<file path="config.mk">
export PLATFORM = sky130hd
export DESIGN_NAME = mpeg_ps_timestamp_restamper_top
export DESIGN_NICKNAME = d
export VERILOG_FILES = /design/src/design/rstmp_pkg.sv /design/src/design/mpeg_ps_timestamp_restamper_top.sv /design/src/design/rstmp_cfg.sv /design/src/design/rstmp_oq.sv /design/src/design/rstmp_core.sv
export SDC_FILE = /design/constraint.sdc
export NUM_CORES = 2
export LEC_CHECK = 0
export BUFFER_PORTS_ARGS = -buffer_cell sky130_fd_sc_hd__buf_4
export CAP_MARGIN = 10
export CORE_UTILIZATION = 50
export DETAILED_ROUTE_END_ITERATION = 8
export HOLD_SLACK_MARGIN = 0.1
export PLACE_DENSITY = 0.63
export SETUP_SLACK_MARGIN = 0.15
export SLEW_MARGIN = 20
export SYNTH_ARGS = -nofsm -noshare
export SYNTH_HDL_FRONTEND = slang
export SYNTH_SLANG_ARGS = --single-unit
</file>
<file path="constraint.sdc">
create_clock -name clk -period 7.5 [get_ports clk]
set_clock_uncertainty 0.05 [all_clocks]
set_input_delay 0 -clock clk [delete_from_list [all_inputs] [get_ports clk]]
set_output_delay 0 -clock clk [all_outputs]
set_load 0.02 [all_outputs]
</file>
<file path="src/design/rstmp_pkg.sv">
package rstmp_pkg;

	// Register map and widths
	localparam int JL_W = 42;
	localparam int CLK_W = 64;
	localparam logic [JL_W-1:0] JUMP_LIMIT_RST = 42'd270000000;
	localparam logic REG_JUMP_LIMIT = 1'b0;
	localparam logic REG_STRIP = 1'b1;

	// Start codes and video codes to strip
	localparam logic [31:0] SC_PACK = 32'h000001BA;
	localparam logic [31:0] SC_SYS = 32'h000001BB;
	localparam logic [31:0] SC_AUDIO = 32'h000001C0;
	localparam logic [31:0] SC_VIDEO = 32'h000001E0;
	localparam logic [7:0] CODE_SEQ_END = 8'hB7;
	localparam logic [7:0] CODE_GOP = 8'hB8;
	localparam logic [7:0] CODE_STOP = 8'hB9;
	localparam logic [7:0] ID_VIDEO = 8'hE0;

	typedef enum logic [2:0] {
		PH_SEARCH,
		PH_SYS,
		PH_PACK,
		PH_LEN,
		PH_HDR,
		PH_XHDR,
		PH_PAY
	} phase_t;

	typedef enum logic [2:0] {
		MD_IDLE,
		MD_HOLD,
		MD_TAIL,
		MD_PACK_CHK,
		MD_PACK_ACC,
		MD_PACK_PUT,
		MD_PES_PUT
	} mode_t;

	typedef struct packed {
		logic [JL_W-1:0] jump_limit;
		logic strip_enable;
	} cfg_t;

	typedef struct packed {
		logic valid;
		logic [7:0] data;
		logic last;
	} emit_t;

endpackage

</file>
<file path="src/design/mpeg_ps_timestamp_restamper_top.sv">
// Channel   Handshake              Payload
// input     in_valid / in_ready    in_byte
// output    out_valid / out_ready  out_byte, run_last
// config    psel/penable/pready    pwrite, paddr, pwdata, prdata
//
// Payload and search bytes are taken one per cycle unless a burst, or a byte held by
// a full 2-entry output queue, holds input off. A pack header runs the clock states
// check, accumulate and put, then a 12 or 14 byte burst from the hold buffer; a PES
// header runs the timestamp put state, then a burst of 9 to 25 bytes. Bursts read the
// hold buffer one byte per cycle while the queue has room, which sets the header rate.
// Reset clears all control state; the hold buffer is written before it is read.
module mpeg_ps_timestamp_restamper_top (
	input  logic clk,
	input  logic arst_n,
	input  logic in_valid,
	output logic in_ready,
	input  logic [7:0] in_byte,
	output logic out_valid,
	input  logic out_ready,
	output logic [7:0] out_byte,
	output logic run_last,
	input  logic psel,
	input  logic penable,
	input  logic pwrite,
	input  logic [3:0] paddr,
	input  logic [63:0] pwdata,
	output logic [63:0] prdata,
	output logic pready
);

	rstmp_pkg::cfg_t cfg;
	rstmp_pkg::emit_t emit;
	logic oq_full;

	rstmp_cfg u_cfg (
		.clk(clk), .arst_n(arst_n), .psel(psel), .penable(penable), .pwrite(pwrite),
		.paddr(paddr), .pwdata(pwdata), .prdata(prdata), .pready(pready), .cfg(cfg)
	);

	rstmp_core u_core (
		.clk(clk), .arst_n(arst_n), .cfg(cfg), .in_valid(in_valid), .in_ready(in_ready),
		.in_byte(in_byte), .oq_full(oq_full), .emit(emit)
	);

	rstmp_oq u_oq (
		.clk(clk), .arst_n(arst_n), .push(emit), .full(oq_full), .out_valid(out_valid),
		.out_ready(out_ready), .out_byte(out_byte), .run_last(run_last)
	);

endmodule

</file>
<file path="src/design/rstmp_cfg.sv">
module rstmp_cfg (
	input  logic clk,
	input  logic arst_n,
	input  logic psel,
	input  logic penable,
	input  logic pwrite,
	input  logic [3:0] paddr,
	input  logic [63:0] pwdata,
	output logic [63:0] prdata,
	output logic pready,
	output rstmp_pkg::cfg_t cfg
);

	logic [rstmp_pkg::JL_W-1:0] jump_limit_q;
	logic strip_q;
	logic wr;

	assign pready = 1'b1;
	assign wr = psel && penable && pwrite;

	// Write registers on the access phase
	always_ff @(posedge clk or negedge arst_n) begin
		if (!arst_n) begin
			jump_limit_q <= rstmp_pkg::JUMP_LIMIT_RST;
			strip_q <= 1'b1;
		end else if (wr) begin
			if (paddr[3] == rstmp_pkg::REG_JUMP_LIMIT) jump_limit_q <= pwdata[rstmp_pkg::JL_W-1:0];
			else strip_q <= pwdata[0];
		end
	end

	// Read back
	always_comb begin
		if (paddr[3] == rstmp_pkg::REG_STRIP) prdata = {63'd0, strip_q};
		else prdata = {{(64-rstmp_pkg::JL_W){1'b0}}, jump_limit_q};
	end

	assign cfg.jump_limit = jump_limit_q;
	assign cfg.strip_enable = strip_q;

endmodule

</file>
<file path="src/design/rstmp_oq.sv">
module rstmp_oq (
	input  logic clk,
	input  logic arst_n,
	input  rstmp_pkg::emit_t push,
	output logic full,
	output logic out_valid,
	input  logic out_ready,
	output logic [7:0] out_byte,
	output logic run_last
);

	logic [8:0] mem_q [2];
	logic wptr_q, rptr_q;
	logic [1:0] cnt_q;
	logic pop;

	assign full = (cnt_q == 2'd2);
	assign out_valid = (cnt_q != 2'd0);
	assign pop = out_valid && out_ready;
	assign out_byte = mem_q[rptr_q][8:1];
	assign run_last = mem_q[rptr_q][0];

	// Store pushed bytes
	always_ff @(posedge clk) begin
		if (push.valid) mem_q[wptr_q] <= {push.data, push.last};
	end

	// Advance pointers and count
	always_ff @(posedge clk or negedge arst_n) begin
		if (!arst_n) begin
			wptr_q <= 1'b0;
			rptr_q <= 1'b0;
			cnt_q <= 2'd0;
		end else begin
			if (push.valid) wptr_q <= ~wptr_q;
			if (pop) rptr_q <= ~rptr_q;
			if (push.valid && !pop) cnt_q <= cnt_q + 2'd1;
			else if (!push.valid && pop) cnt_q <= cnt_q - 2'd1;
		end
	end

endmodule

</file>
<file path="src/design/rstmp_core.sv">
module rstmp_core (
	input  logic clk,
	input  logic arst_n,
	input  rstmp_pkg::cfg_t cfg,
	input  logic in_valid,
	output logic in_ready,
	input  logic [7:0] in_byte,
	input  logic oq_full,
	output rstmp_pkg::emit_t emit
);

	// 5-byte timestamp field (MPEG-1 SCR, PTS, DTS)
	function automatic logic [41:0] ts_get(input logic [39:0] h);
		return {h[35:33], h[31:24], h[23:17], h[15:8], h[7:1], 9'd0};
	endfunction

	function automatic logic [39:0] ts_put(input logic [39:0] h, input logic [41:0] v);
		return {h[39:36], v[41:39], h[32], v[38:31], v[30:24], h[16], v[23:16],
			v[15:9], h[0]};
	endfunction

	// 6-byte clock field (MPEG-2 SCR, ESCR)
	function automatic logic [41:0] scr_get(input logic [47:0] h);
		return {h[45:43], h[41:40], h[39:32], h[31:27], h[25:24], h[23:16],
			h[15:11], h[9:8], h[7:1]};
	endfunction

	function automatic logic [47:0] scr_put(input logic [47:0] h, input logic [41:0] v);
		return {h[47:46], v[41:39], h[42], v[38:37], v[36:29], v[28:24], h[26],
			v[23:22], v[21:14], v[13:9], h[10], v[8:7], v[6:0], h[0]};
	endfunction

	function automatic logic ts_mk(input logic [39:0] h);
		return h[32] & h[16] & h[0];
	endfunction

	function automatic logic scr_mk(input logic [47:0] h);
		return h[42] & h[26] & h[10] & h[0];
	endfunction

	function automatic logic [4:0] ts_len(input logic [7:0] f);
		return (f[7] ? 5'd5 : 5'd0) + ((f[7:6] == 2'b11) ? 5'd5 : 5'd0) + (f[5] ? 5'd6 : 5'd0);
	endfunction

	// State
	logic [7:0] hold_q [32];
	logic [31:0] sync_q;
	rstmp_pkg::phase_t phase_q;
	logic [15:0] fc_q, pl_q;
	logic [23:0] sw_q;
	logic sent_q;
	rstmp_pkg::mode_t mode_q;
	logic [4:0] cnt_q, len_q, need_q;
	logic [7:0] tail_q [4];
	logic [41:0] prev_scr_q, prev_step_q, scr_q, delta_q;
	logic [63:0] oc_q, off_q;

	logic [255:0] hv;
	logic acc;

	// Step results
	logic [31:0] st_sync;
	rstmp_pkg::phase_t st_phase;
	logic [15:0] st_fc, st_pl;
	logic [23:0] st_sw;
	logic st_sent, st_wr_en, st_start;
	logic [4:0] st_wr_idx, st_len, st_need;
	logic [7:0] st_code;
	rstmp_pkg::mode_t st_mode;
	logic [7:0] st_tail [4];

	// Search path
	logic [31:0] s_win;
	logic s_start;
	logic [7:0] s_code;
	rstmp_pkg::phase_t s_phase;

	// Pack check
	logic pk_mpeg2, pk_ok, pk_bad;
	logic [41:0] pk_scr, pk_diff;
	logic [42:0] pk_sum;

	// PES restamp
	logic [7:0] pe_f;
	logic pe_hp, pe_hd, pe_he, pe_ok;
	logic [1:0] pe_esel;
	logic [47:0] pe_ewin, pe_eput;
	logic [39:0] pe_pput, pe_dput;
	logic [4:0] pe_tl;
	logic [7:0] pe_fc;
	rstmp_pkg::phase_t pe_phase;

	// Flatten the hold buffer for fixed windows
	always_comb begin
		for (int i = 0; i < 32; i++) hv[255-8*i -: 8] = hold_q[i];
	end

	// Emission from hold buffer or tail list
	always_comb begin
		emit.valid = ((mode_q == rstmp_pkg::MD_HOLD) || (mode_q == rstmp_pkg::MD_TAIL)) && !oq_full;
		emit.data = (mode_q == rstmp_pkg::MD_TAIL) ? tail_q[cnt_q[1:0]] : hold_q[cnt_q];
		emit.last = (cnt_q == len_q - 5'd1);
	end

	assign in_ready = (mode_q == rstmp_pkg::MD_IDLE) || (emit.valid && emit.last);
	assign acc = in_valid && in_ready;

	// Start code search
	always_comb begin
		s_win = {sync_q[23:0], in_byte};
		s_start = 1'b0;
		s_phase = rstmp_pkg::PH_SEARCH;
		s_code = s_win[7:0];
		if (s_win == rstmp_pkg::SC_PACK) begin
			s_start = 1'b1;
			s_phase = rstmp_pkg::PH_PACK;
		end else if (s_win == rstmp_pkg::SC_SYS) begin
			if (!sent_q) begin
				s_start = 1'b1;
				s_phase = rstmp_pkg::PH_SYS;
			end
		end else if (s_win == rstmp_pkg::SC_AUDIO || s_win == rstmp_pkg::SC_VIDEO) begin
			s_start = 1'b1;
			s_phase = rstmp_pkg::PH_LEN;
		end
	end

	// One input byte
	always_comb begin
		logic [7:0] t [4];
		logic [2:0] n;
		logic [23:0] w;
		logic [15:0] f;
		logic [7:0] bb, h4, fb;
		logic [1:0] pend;
		logic [4:0] need;
		logic [16:0] idx;
		logic [15:0] fc_inc, pl_dec;
		logic strip;
		for (int k = 0; k < 4; k++) t[k] = 8'd0;
		n = 3'd0;
		w = sw_q;
		f = fc_q;
		bb = in_byte;
		h4 = hold_q[4];
		fb = hold_q[7];
		pend = 2'd0;
		need = 5'd3;
		idx = 17'd6 + {1'b0, fc_q};
		fc_inc = fc_q + 16'd1;
		pl_dec = pl_q - 16'd1;
		strip = (hold_q[3] == rstmp_pkg::ID_VIDEO) && cfg.strip_enable;

		st_sync = sync_q;
		st_phase = phase_q;
		st_fc = fc_q;
		st_pl = pl_q;
		st_sw = sw_q;
		st_sent = sent_q;
		st_wr_en = 1'b0;
		st_wr_idx = 5'd4 + fc_q[4:0];
		st_start = 1'b0;
		st_code = s_code;
		st_mode = rstmp_pkg::MD_IDLE;
		st_len = 5'd0;
		st_need = need_q;

		unique case (phase_q)
			rstmp_pkg::PH_SYS: begin
				st_wr_en = 1'b1;
				st_fc = fc_inc;
				if (fc_inc >= 16'd8) begin
					st_mode = rstmp_pkg::MD_HOLD;
					st_len = 5'd12;
					st_sent = 1'b1;
					st_phase = rstmp_pkg::PH_SEARCH;
				end
			end
			rstmp_pkg::PH_PACK: begin
				if (fc_q == 16'd0 && in_byte[7:6] != 2'b01 && in_byte[7:4] != 4'h2) begin
					st_sync = s_win;
					st_phase = s_phase;
					st_start = s_start;
					st_fc = 16'd0;
				end else begin
					st_wr_en = 1'b1;
					st_fc = fc_inc;
					if (fc_q == 16'd0) h4 = in_byte;
					need = (h4[7:6] == 2'b01) ? 5'd10 : 5'd8;
					if (fc_inc >= {11'd0, need}) begin
						st_mode = rstmp_pkg::MD_PACK_CHK;
						st_need = need;
						st_phase = rstmp_pkg::PH_SEARCH;
					end
				end
			end
			rstmp_pkg::PH_LEN: begin
				st_wr_en = 1'b1;
				st_fc = fc_inc;
				if (fc_inc >= 16'd2) begin
					st_pl = {hold_q[4], in_byte};
					st_fc = 16'd0;
					st_phase = ({hold_q[4], in_byte} == 16'd0) ? rstmp_pkg::PH_SEARCH
						: rstmp_pkg::PH_HDR;
				end
			end
			rstmp_pkg::PH_HDR: begin
				if (idx >= 17'd32) begin
					st_phase = rstmp_pkg::PH_SEARCH;
				end else begin
					st_wr_en = 1'b1;
					st_wr_idx = idx[4:0];
					st_fc = fc_inc;
					st_pl = pl_dec;
					if (fc_inc == 16'd1 && in_byte[7:6] != 2'b10) begin
						st_phase = rstmp_pkg::PH_SEARCH;
					end else begin
						if (fc_inc == 16'd2) fb = in_byte;
						need = (fc_inc >= 16'd2) ? 5'd3 + ts_len(fb) : 5'd3;
						if (fc_inc < {11'd0, need}) begin
							if (pl_dec == 16'd0) st_phase = rstmp_pkg::PH_SEARCH;
						end else begin
							st_mode = rstmp_pkg::MD_PES_PUT;
							st_need = need;
						end
					end
				end
			end
			rstmp_pkg::PH_XHDR: begin
				t[0] = in_byte;
				st_mode = rstmp_pkg::MD_TAIL;
				st_len = 5'd1;
				st_pl = pl_dec;
				st_fc = (fc_q > 16'd0) ? fc_q - 16'd1 : 16'd0;
				if (pl_dec == 16'd0) begin
					st_phase = rstmp_pkg::PH_SEARCH;
				end else if (st_fc == 16'd0) begin
					st_sw = 24'd0;
					st_phase = rstmp_pkg::PH_PAY;
				end
			end
			rstmp_pkg::PH_PAY: begin
				if (!strip) begin
					// flush held bytes, then pass the byte
					pend = (f > 16'd3) ? 2'd3 : f[1:0];
					for (int k = 2; k >= 0; k--) begin
						if (k < pend) begin
							t[n[1:0]] = w[8*k +: 8];
							n = n + 3'd1;
						end
					end
					f = 16'd0;
					w = 24'd0;
					t[n[1:0]] = in_byte;
					n = n + 3'd1;
				end else if (f >= 16'd3) begin
					if (w == 24'h000001 && (in_byte == rstmp_pkg::CODE_SEQ_END
						|| in_byte == rstmp_pkg::CODE_GOP || in_byte == rstmp_pkg::CODE_STOP)) begin
						w = 24'd0;
						bb = 8'd0;
					end
					t[n[1:0]] = w[23:16];
					n = n + 3'd1;
					w = {w[15:0], bb};
				end else begin
					w = {w[15:0], in_byte};
					f = f + 16'd1;
				end
				st_pl = pl_dec;
				if (pl_dec == 16'd0) begin
					// packet end: flush the window
					pend = (f > 16'd3) ? 2'd3 : f[1:0];
					for (int k = 2; k >= 0; k--) begin
						if (k < pend) begin
							t[n[1:0]] = w[8*k +: 8];
							n = n + 3'd1;
						end
					end
					f = 16'd0;
					w = 24'd0;
					st_phase = rstmp_pkg::PH_SEARCH;
				end
				st_fc = f;
				st_sw = w;
				if (n != 3'd0) begin
					st_mode = rstmp_pkg::MD_TAIL;
					st_len = {2'd0, n};
				end
			end
			default: begin
				st_sync = s_win;
				st_phase = s_phase;
				st_start = s_start;
				if (s_start) st_fc = 16'd0;
			end
		endcase
		st_tail = t;
	end

	// Pack header check and clock step
	always_comb begin
		pk_mpeg2 = (need_q == 5'd10);
		if (pk_mpeg2) begin
			pk_ok = scr_mk(hv[255-8*4 -: 48]) && (hold_q[12][1:0] == 2'b11);
			pk_scr = scr_get(hv[255-8*4 -: 48]);
		end else begin
			pk_ok = ts_mk(hv[255-8*4 -: 40]) && hold_q[9][7] && hold_q[11][0];
			pk_scr = ts_get(hv[255-8*4 -: 40]);
		end
		pk_sum = {1'b0, prev_scr_q} + {1'b0, cfg.jump_limit};
		pk_bad = (pk_scr < prev_scr_q) || ({1'b0, pk_scr} > pk_sum);
		pk_diff = pk_scr - prev_scr_q;
	end

	// PES timestamp check and shift
	always_comb begin
		pe_f = hold_q[7];
		pe_hp = pe_f[7];
		pe_hd = (pe_f[7:6] == 2'b11);
		pe_he = pe_f[5];
		pe_esel = {1'b0, pe_hp} + {1'b0, pe_hd};
		unique case (pe_esel)
			2'd0: pe_ewin = hv[255-8*9 -: 48];
			2'd1: pe_ewin = hv[255-8*14 -: 48];
			default: pe_ewin = hv[255-8*19 -: 48];
		endcase
		pe_ok = (!pe_hp || (hold_q[9][7:4] == {2'b00, pe_f[7:6]} && ts_mk(hv[255-8*9 -: 40])))
			&& (!pe_hd || (hold_q[14][7:4] == 4'h1 && ts_mk(hv[255-8*14 -: 40])))
			&& (!pe_he || scr_mk(pe_ewin));
		pe_pput = ts_put(hv[255-8*9 -: 40], ts_get(hv[255-8*9 -: 40]) + off_q[41:0]);
		pe_dput = ts_put(hv[255-8*14 -: 40], ts_get(hv[255-8*14 -: 40]) + off_q[41:0]);
		pe_eput = scr_put(pe_ewin, scr_get(pe_ewin) + off_q[41:0]);
		pe_tl = need_q - 5'd3;
		pe_fc = (hold_q[8] > {3'd0, pe_tl}) ? hold_q[8] - {3'd0, pe_tl} : 8'd0;
		if (pl_q == 16'd0) pe_phase = rstmp_pkg::PH_SEARCH;
		else if (pe_fc == 8'd0) pe_phase = rstmp_pkg::PH_PAY;
		else pe_phase = rstmp_pkg::PH_XHDR;
	end

	// Hold buffer writes
	always_ff @(posedge clk) begin
		if (acc) begin
			if (st_start) begin
				hold_q[0] <= 8'h00;
				hold_q[1] <= 8'h00;
				hold_q[2] <= 8'h01;
				hold_q[3] <= st_code;
			end
			if (st_wr_en) hold_q[st_wr_idx] <= in_byte;
		end else if (mode_q == rstmp_pkg::MD_PACK_PUT) begin
			if (pk_mpeg2) begin
				for (int k = 0; k < 6; k++)
					hold_q[4+k] <= scr_put(hv[255-8*4 -: 48], oc_q[41:0])[47-8*k -: 8];
			end else begin
				for (int k = 0; k < 5; k++)
					hold_q[4+k] <= ts_put(hv[255-8*4 -: 40], oc_q[41:0])[39-8*k -: 8];
			end
		end else if (mode_q == rstmp_pkg::MD_PES_PUT && pe_ok) begin
			if (pe_hp) for (int k = 0; k < 5; k++) hold_q[9+k] <= pe_pput[39-8*k -: 8];
			if (pe_hd) for (int k = 0; k < 5; k++) hold_q[14+k] <= pe_dput[39-8*k -: 8];
			if (pe_he) begin
				unique case (pe_esel)
					2'd0: for (int k = 0; k < 6; k++) hold_q[9+k] <= pe_eput[47-8*k -: 8];
					2'd1: for (int k = 0; k < 6; k++) hold_q[14+k] <= pe_eput[47-8*k -: 8];
					default: for (int k = 0; k < 6; k++) hold_q[19+k] <= pe_eput[47-8*k -: 8];
				endcase
			end
		end
	end

	// Parser state and post-processing sequence
	always_ff @(posedge clk or negedge arst_n) begin
		if (!arst_n) begin
			sync_q <= 32'd0;
			phase_q <= rstmp_pkg::PH_SEARCH;
			fc_q <= 16'd0;
			pl_q <= 16'd0;
			sw_q <= 24'd0;
			sent_q <= 1'b0;
			mode_q <= rstmp_pkg::MD_IDLE;
			cnt_q <= 5'd0;
			len_q <= 5'd0;
			need_q <= 5'd0;
			for (int k = 0; k < 4; k++) tail_q[k] <= 8'd0;
			prev_scr_q <= 42'd0;
			prev_step_q <= 42'd0;
			scr_q <= 42'd0;
			delta_q <= 42'd0;
			oc_q <= 64'd0;
			off_q <= 64'd0;
		end else if (acc) begin
			sync_q <= st_sync;
			phase_q <= st_phase;
			fc_q <= st_fc;
			pl_q <= st_pl;
			sw_q <= st_sw;
			sent_q <= st_sent;
			mode_q <= st_mode;
			cnt_q <= 5'd0;
			len_q <= st_len;
			need_q <= st_need;
			tail_q <= st_tail;
		end else begin
			unique case (mode_q)
				rstmp_pkg::MD_HOLD, rstmp_pkg::MD_TAIL: begin
					if (emit.valid) begin
						cnt_q <= cnt_q + 5'd1;
						if (emit.last) mode_q <= rstmp_pkg::MD_IDLE;
					end
				end
				rstmp_pkg::MD_PACK_CHK: begin
					if (pk_ok) begin
						scr_q <= pk_scr;
						delta_q <= pk_bad ? prev_step_q : pk_diff;
						if (!pk_bad) prev_step_q <= pk_diff;
						mode_q <= rstmp_pkg::MD_PACK_ACC;
					end else begin
						mode_q <= rstmp_pkg::MD_IDLE;
					end
				end
				rstmp_pkg::MD_PACK_ACC: begin
					oc_q <= oc_q + {22'd0, delta_q};
					prev_scr_q <= scr_q;
					mode_q <= rstmp_pkg::MD_PACK_PUT;
				end
				rstmp_pkg::MD_PACK_PUT: begin
					off_q <= oc_q - {22'd0, scr_q};
					mode_q <= rstmp_pkg::MD_HOLD;
					cnt_q <= 5'd0;
					len_q <= need_q + 5'd4;
				end
				rstmp_pkg::MD_PES_PUT: begin
					if (pe_ok) begin
						fc_q <= {8'd0, pe_fc};
						sw_q <= 24'd0;
						phase_q <= pe_phase;
						mode_q <= rstmp_pkg::MD_HOLD;
						cnt_q <= 5'd0;
						len_q <= need_q + 5'd6;
					end else begin
						phase_q <= rstmp_pkg::PH_SEARCH;
						mode_q <= rstmp_pkg::MD_IDLE;
					end
				end
				default: ;
			endcase
		end
	end

endmodule

</file>
== After elaboration in Yosys (flattened, before gate mapping) ==
Memories as Yosys holds them, arrays and structs flattened.
Cells that the tools add are included.
Cells by class
  bitwise gates (word level): 43
  reductions and logical operators: 91
  divide/modulo/power cells: 0
  shifts and indexed selects: 0
  multipliers: 0
  add/subtract/negate cells: 30
  equality and inequality tests: 56
  magnitude comparators: 31
  mux-type cells: 272
Operators with widths (count)
  2-to-1 mux 32 bit: 14
  2-to-1 mux 8 bit: 52
  2-to-1 mux 24 bit: 14
  2-to-1 mux 16 bit: 14
  bitwise mux 32 bit: 6
  2-to-1 mux 3 bit: 48
  equality test 32 x 9 -> 1 bit, second input constant: 4
  adder 42 bit: 3
  2-to-1 mux 5 bit: 23
  demux 8 bit (select 2 bit): 6
  one-hot mux 16 bit (6 select lines): 1
  one-hot mux 24 bit (2 select lines): 2
  one-hot mux 48 bit (2 select lines): 1
  2-to-1 mux 42 bit: 2
  subtractor 42 bit: 2
  zero test 16 bit: 5
  OR reduction 8 bit: 10
  2-to-1 mux 1 bit: 67
  adder 64 x 42 -> 64 bit: 1
  one-hot mux 16 bit (3 select lines): 1
  adder 42 x 42 -> 43 bit: 1
  greater-than comparator 42 x 43 -> 1 bit: 1
  < comparator 42 bit: 1
  equality test 8 bit, second input constant: 4
  79 further kinds: 240
Storage, ports and cells
  latch bits: 0
  register bits: 413
  output and inout bits: 76
  bits in read-only memories: 0
  bits in writable memories: 274
  logic and storage cells: 549
  bits of input ports: 83
  memories kept: 2
Memory list
  u_core.hold_q: words 32, bits a word 8, rd ports 23, clocked after Yosys merged registers in 0, wr ports 16, RTL line rstmp_core.sv:46  | logic [7:0] hold_q [32];
  u_oq.mem_q: words 2, bits a word 9, rd ports 1, clocked after Yosys merged registers in 0, wr ports 1, RTL line rstmp_oq.sv:12  | logic [8:0] mem_q [2];

== Depth between registers and ports, before layout ==
  word-level depth: 34
  mapped depth: 22

== Hierarchy ==
From an unflattened synthesis, not the netlist that was laid out.
Unflattened totals
  cells, all modules: 5600
  area total of the unflattened synthesis: 50936.4 um^2
By module, submodules not included
  rstmp_core: cells each 5392, sequential area each 16295.6 um^2, area each 47968.5 um^2, instances 1
  rstmp_cfg: cells each 164, sequential area each 1093.5 um^2, area each 2117.0 um^2, instances 1
  rstmp_oq: cells each 44, sequential area each 640.6 um^2, area each 850.8 um^2, instances 1

== Worst setup path before layout ==
No wires, ideal clock.
  path kind: flip-flop to flip-flop
  start: register u_cfg.jump_limit_q[0] (netlist bit)
  end: register u_core.prev_step_q[22]
  path slack: 2.061 ns
  data required time: 7.325 ns
  cell stages (with the launch flop): 23
  arrival: 5.265 ns
  path buffers: 1
  period minus slack after synthesis: 5.439 ns
  cell sequence: dfrtp_1 > ha_1 > fa_1 > a21o_1 > a21oi_2 > o21ai_1 > a2111o_1 > a21oi_2 > o21ai_2 > a221o_1 > a21o_1 > a21oi_1 > xor2_1 > ha_1 > a21o_1 > a32o_1 > a2111oi_0 > o211ai_1 > a31oi_1 > a221oi_4 > nor2_4 > buf_6 > mux2_2
Between the ends
  cells in the longest elaborated chain, start to end: 5
RTL lines
  start, declared: RTL line rstmp_cfg.sv:14  | logic [rstmp_pkg::JL_W-1:0] jump_limit_q;
  start signal, assigned: RTL line rstmp_cfg.sv:24  | jump_limit_q <= rstmp_pkg::JUMP_LIMIT_RST;
  start signal, assigned: RTL line rstmp_cfg.sv:27  | if (paddr[3] == rstmp_pkg::REG_JUMP_LIMIT) jump_limit_q <= pwdata[rstmp_pkg::JL_W-1:0];
  adder 42 x 42 -> 43 bit: RTL line rstmp_core.sv:310  | pk_sum = {1'b0, prev_scr_q} + {1'b0, cfg.jump_limit};
  greater-than comparator 42 x 43 -> 1 bit: RTL line rstmp_core.sv:311  | pk_bad = (pk_scr < prev_scr_q) || ({1'b0, pk_scr} > pk_sum);
  logical OR 1 bit: RTL line rstmp_core.sv:311
  inverter 1 bit (no line)
  AND reduction 4 bit (no line)
  end signal, assigned: RTL line rstmp_core.sv:415  | if (!pk_bad) prev_step_q <= pk_diff;
  end, declared: RTL line rstmp_core.sv:55  | logic [41:0] prev_scr_q, prev_step_q, scr_q, delta_q;
No other way between the ends.
A chain may end at the register's enable or synchronous reset.

== Final worst setup path ==
  start: register u_cfg.jump_limit_q[8] (netlist bit)
  end: register u_core.prev_step_q[7]
Same word-level chain as after synthesis.

==> impl_results.md <==
* Seq/Total Area, Yosys at 34.9%
* Vias in the first global route at 44.5k
* GP Congestion at 1.02
* Max Clk Rate at 150 MHz
* Hold Path Cell Cnt at 4
* Slew margin rel. at 8.09%
* CTS Root Cell: clkbuf_16
* Routed length per instance at 26.4 um
* Pwr/cell area at 407 nW/um2
* Cells after Synth at 5,717
* GRT Total Usage at 36.2%
* Status: finished clean
* Switch Pwr at 11.2 mW
* Area fraction of the dominant cell type after synthesis at 18.2%
* Synth area leaders: dfrtp_1 (18%), edfxtp_1 (16%), ha_1 (8.8%)
* Flops & latches, synth at 665
* Share of post-route cells with drive strength above 1 at 11.1%
* Largest net degree at the start of global routing at 158
* DR pass1 iterations at 6
* Max Fanout on Critical Path at 28
* Synth area leader: dfrtp_1
* Maximum buffer depth of the clock tree at 3
* Synth top cells by count: nand2_1 (697), o21ai_0 (476), a21oi_1 (401), dfrtp_1 (377), ha_1 (363)
* Setup tns final at 0 ns
* Period minus WS final at 6.69 ns
* Combinational power share at 58.4%
* Final Cycle Share at 89.1%
* H-tree depth at 3
* Measured slew at the worst slew-check pin at 1.36 ns
* Worst Hold Class: input port to flop
* Clock Pin Slew Worst Setup and Hold Paths at 0.06 ns
* Worst setup path category: flop to flop
* Die W at 324 um
* Core area at 102,000 um2
* Die area at 105,000 um2
* DRC Markers at 0
* Max-slew violation count at 0
* Vias per cell at 6.47
* R2R cell count at 22
* CTS tree: done
* Std-Cell Rows at 117
* Via count at 47.0k
* EDFF count, synth at 274
* Syn. warnings at 0
* Total global routing overflow at 0
* TritonCTS sink count at 665
* Final wirelength at 192 mm
* Final HPWL DP at 142 mm
* MaxCap Viol Count at 0
* Total power draw at 23.5 mW
* Postcts setup bufs at 0
* Fin nets at 6,275
* Worst vdd ir at 262 uV
* Final Hold Fails at 0
* Distinct cell type count after synthesis at 109
* Mapped Area at 51,700 um2
* PortBufs at 110
* Antenna viol nets, final at 0
* Cells resized by post-CTS repair at 0
* Clock share of power at 17.1%
* Leakage at 24.8 nW
* CP startpoint kind: flop
* Arrival time worst endpoint at 7.19 ns
* Post-synth ARST share at 58.8%
* Synthesized area per cell at 9.04 um2
* Final setup vio count at 0
* Antenna violations before repair at 7
* Int Pwr at 12.4 mW
* Drt initial violations at 4,754
* Starting Density at 50.6%
* Clock latency on the worst-skew pair at 0.68 ns
* Count leader, synth: nand2_1
* # IOs at 159
* Synth Flop Type: dfrtp_1
* Global-route wire length before repair at 284 mm
* Die H at 324 um
* Worst Path Required at 8.00 ns
* Sequential power share at 24.4%
* Switch share at 47.4%
* RSZ-0062 raised after global routing: false
* P&R area growth vs syn at 11.7%
* Critical Path Sink Type: flop
* Number of buffers created by CTS at 81
==> registers in the layout, indices dropped and copies added (netlist names), 32 cells and up <==
register            flops
u_core.prev_scr_q      42
u_core.tail_q          32
u_core.scr_q           42
u_cfg.jump_limit_q     42
u_core.hold_q         256
u_core.oc_q            42
u_core.prev_step_q     42
u_core.off_q           42
==> what timing repair did <==
action	in CTS	in global routing
hold buffers	138	0
endpoints found under the hold margin	390	0
endpoints found under the setup margin	0	0
==> worst paths after layout <==
check                                                  start                                  to  slack, ns
hold / removal                                          psel  u_cfg.jump_limit_q[36]$_DFFE_PN0P_       0.12
max in group asynchronous                             arst_n  u_cfg.jump_limit_q[39]$_DFFE_PN0P_       5.51
setup reg to reg           u_cfg.jump_limit_q[8]$_DFFE_PN1P_   u_core.prev_step_q[7]$_DFFE_PN0P_       0.81
hold reg to reg                 u_core.tail_q[8]$_DFFE_PN0P_        u_core.tail_q[8]$_DFFE_PN0P_       0.44
setup / recovery           u_cfg.jump_limit_q[8]$_DFFE_PN1P_   u_core.prev_step_q[7]$_DFFE_PN0P_       0.81
min in group asynchronous                             arst_n        u_core.sync_q[9]$_DFFE_PN0P_       0.48
==> worst max-delay path, stage by stage (launching register included) <==
cell       delay, ns
dfstp_2         0.54
ha_1            0.28
a21oi_1         0.16
o21ai_0         0.08
buf_4           0.16
o31ai_1         0.50
a211oi_1        0.28
o21ai_0         0.35
a31oi_1         0.14
buf_4           0.17
o21ai_0         0.23
a21oi_1         0.15
nor4bb_1        0.35
a211oi_1        0.09
ha_1            0.30
and3_1          0.20
a32o_1          0.25
a2111oi_0       0.46
o211ai_1        0.16
a31oi_1         0.29
a221oi_4        0.18
nor2_4          0.73
mux2_2          0.41
==> final cells by class <==
class | count | area, um2
inverters | 223 | 837
flip-flops and latches | 665 | 18000
fillers | 9173 | 44400
diodes | 3 | 7.51
clock inverters | 39 | 308
multi-input cells | 4516 | 31600
clock buffers | 112 | 2370
repair buffers | 334 | 2900
well taps | 1368 | 1710
==> per-stage QoR <==
step | cells | hold WS [ns] | setup WS [ns] | utilization [%] | area [um2]
after CTS | 7257 | 0.108 | 0.866 | 56.5 | 57700
final | 7260 | 0.122 | 0.815 | 56.5 | 57700
after global placement | 6968 | -0.0493 | 0.936 | 52.5 | 53600
after floorplan | 5738 | -0.346 | 2.06 | - | 51800
after detailed placement | 6968 | -0.0495 | 0.891 | 52.5 | 53600
after global routing | 7257 | 0.156 | 0.338 | 56.5 | 57700
==> cells in the final DEF, fill, tap and decap left out, types with 89 or more instances in the layout <==
cell type / count
nor2_1: 344
a21oi_1: 401
ha_1: 363
a21o_1: 145
edfxtp_1: 274
xnor2_1: 162
buf_4: 193
inv_1: 215
mux2i_1: 106
nor2b_1: 89
nor3_1: 102
xor2_1: 104
nand3_1: 148
o21ai_0: 474
dfrtp_1: 375
nand2_1: 696
mux2_2: 135
dlygate4sd3_1: 137
==> kinds of logic after synthesis <==
logic type	share of synthesized area, %
buffers and inverters	4.37
other	0.0145
XOR/XNOR	4.51
adder cells (fa/ha/maj)	9.09
multiplexers	9.00
flip-flops	34.9
AND/OR/NAND/NOR	16.5
AO/OA/AOI/OAI	21.6
==> power groups by stage <==
stage | clock, mW | combinational [mW] | sequential [mW]
2_1_floorplan | 0 | 10.0 | 5.07
3_3_place_gp | 0 | 13.2 | 5.73
3_5_place_dp | 0 | 13.3 | 5.75
4_1_cts | 4.07 | 13.5 | 5.69
5_1_grt | 4.21 | 14.9 | 5.82
6_report | 4.03 | 13.7 | 5.75
==> metal layers <==
layer | routed length [um] | part of all wire [%] | GRT usage (%) | vias up
met4 | 10100 | 5.2 | 16.8 | 8
met5 | 59 | 0.031 | 0 | -
met1 | 77300 | 40 | 47.4 | 22700
met2 | 87200 | 45 | 58.4 | 2347
met3 | 17000 | 8.9 | 6.37 | 487
li1 | - | - | - | 21400
(Power assumes the default switching activity.)
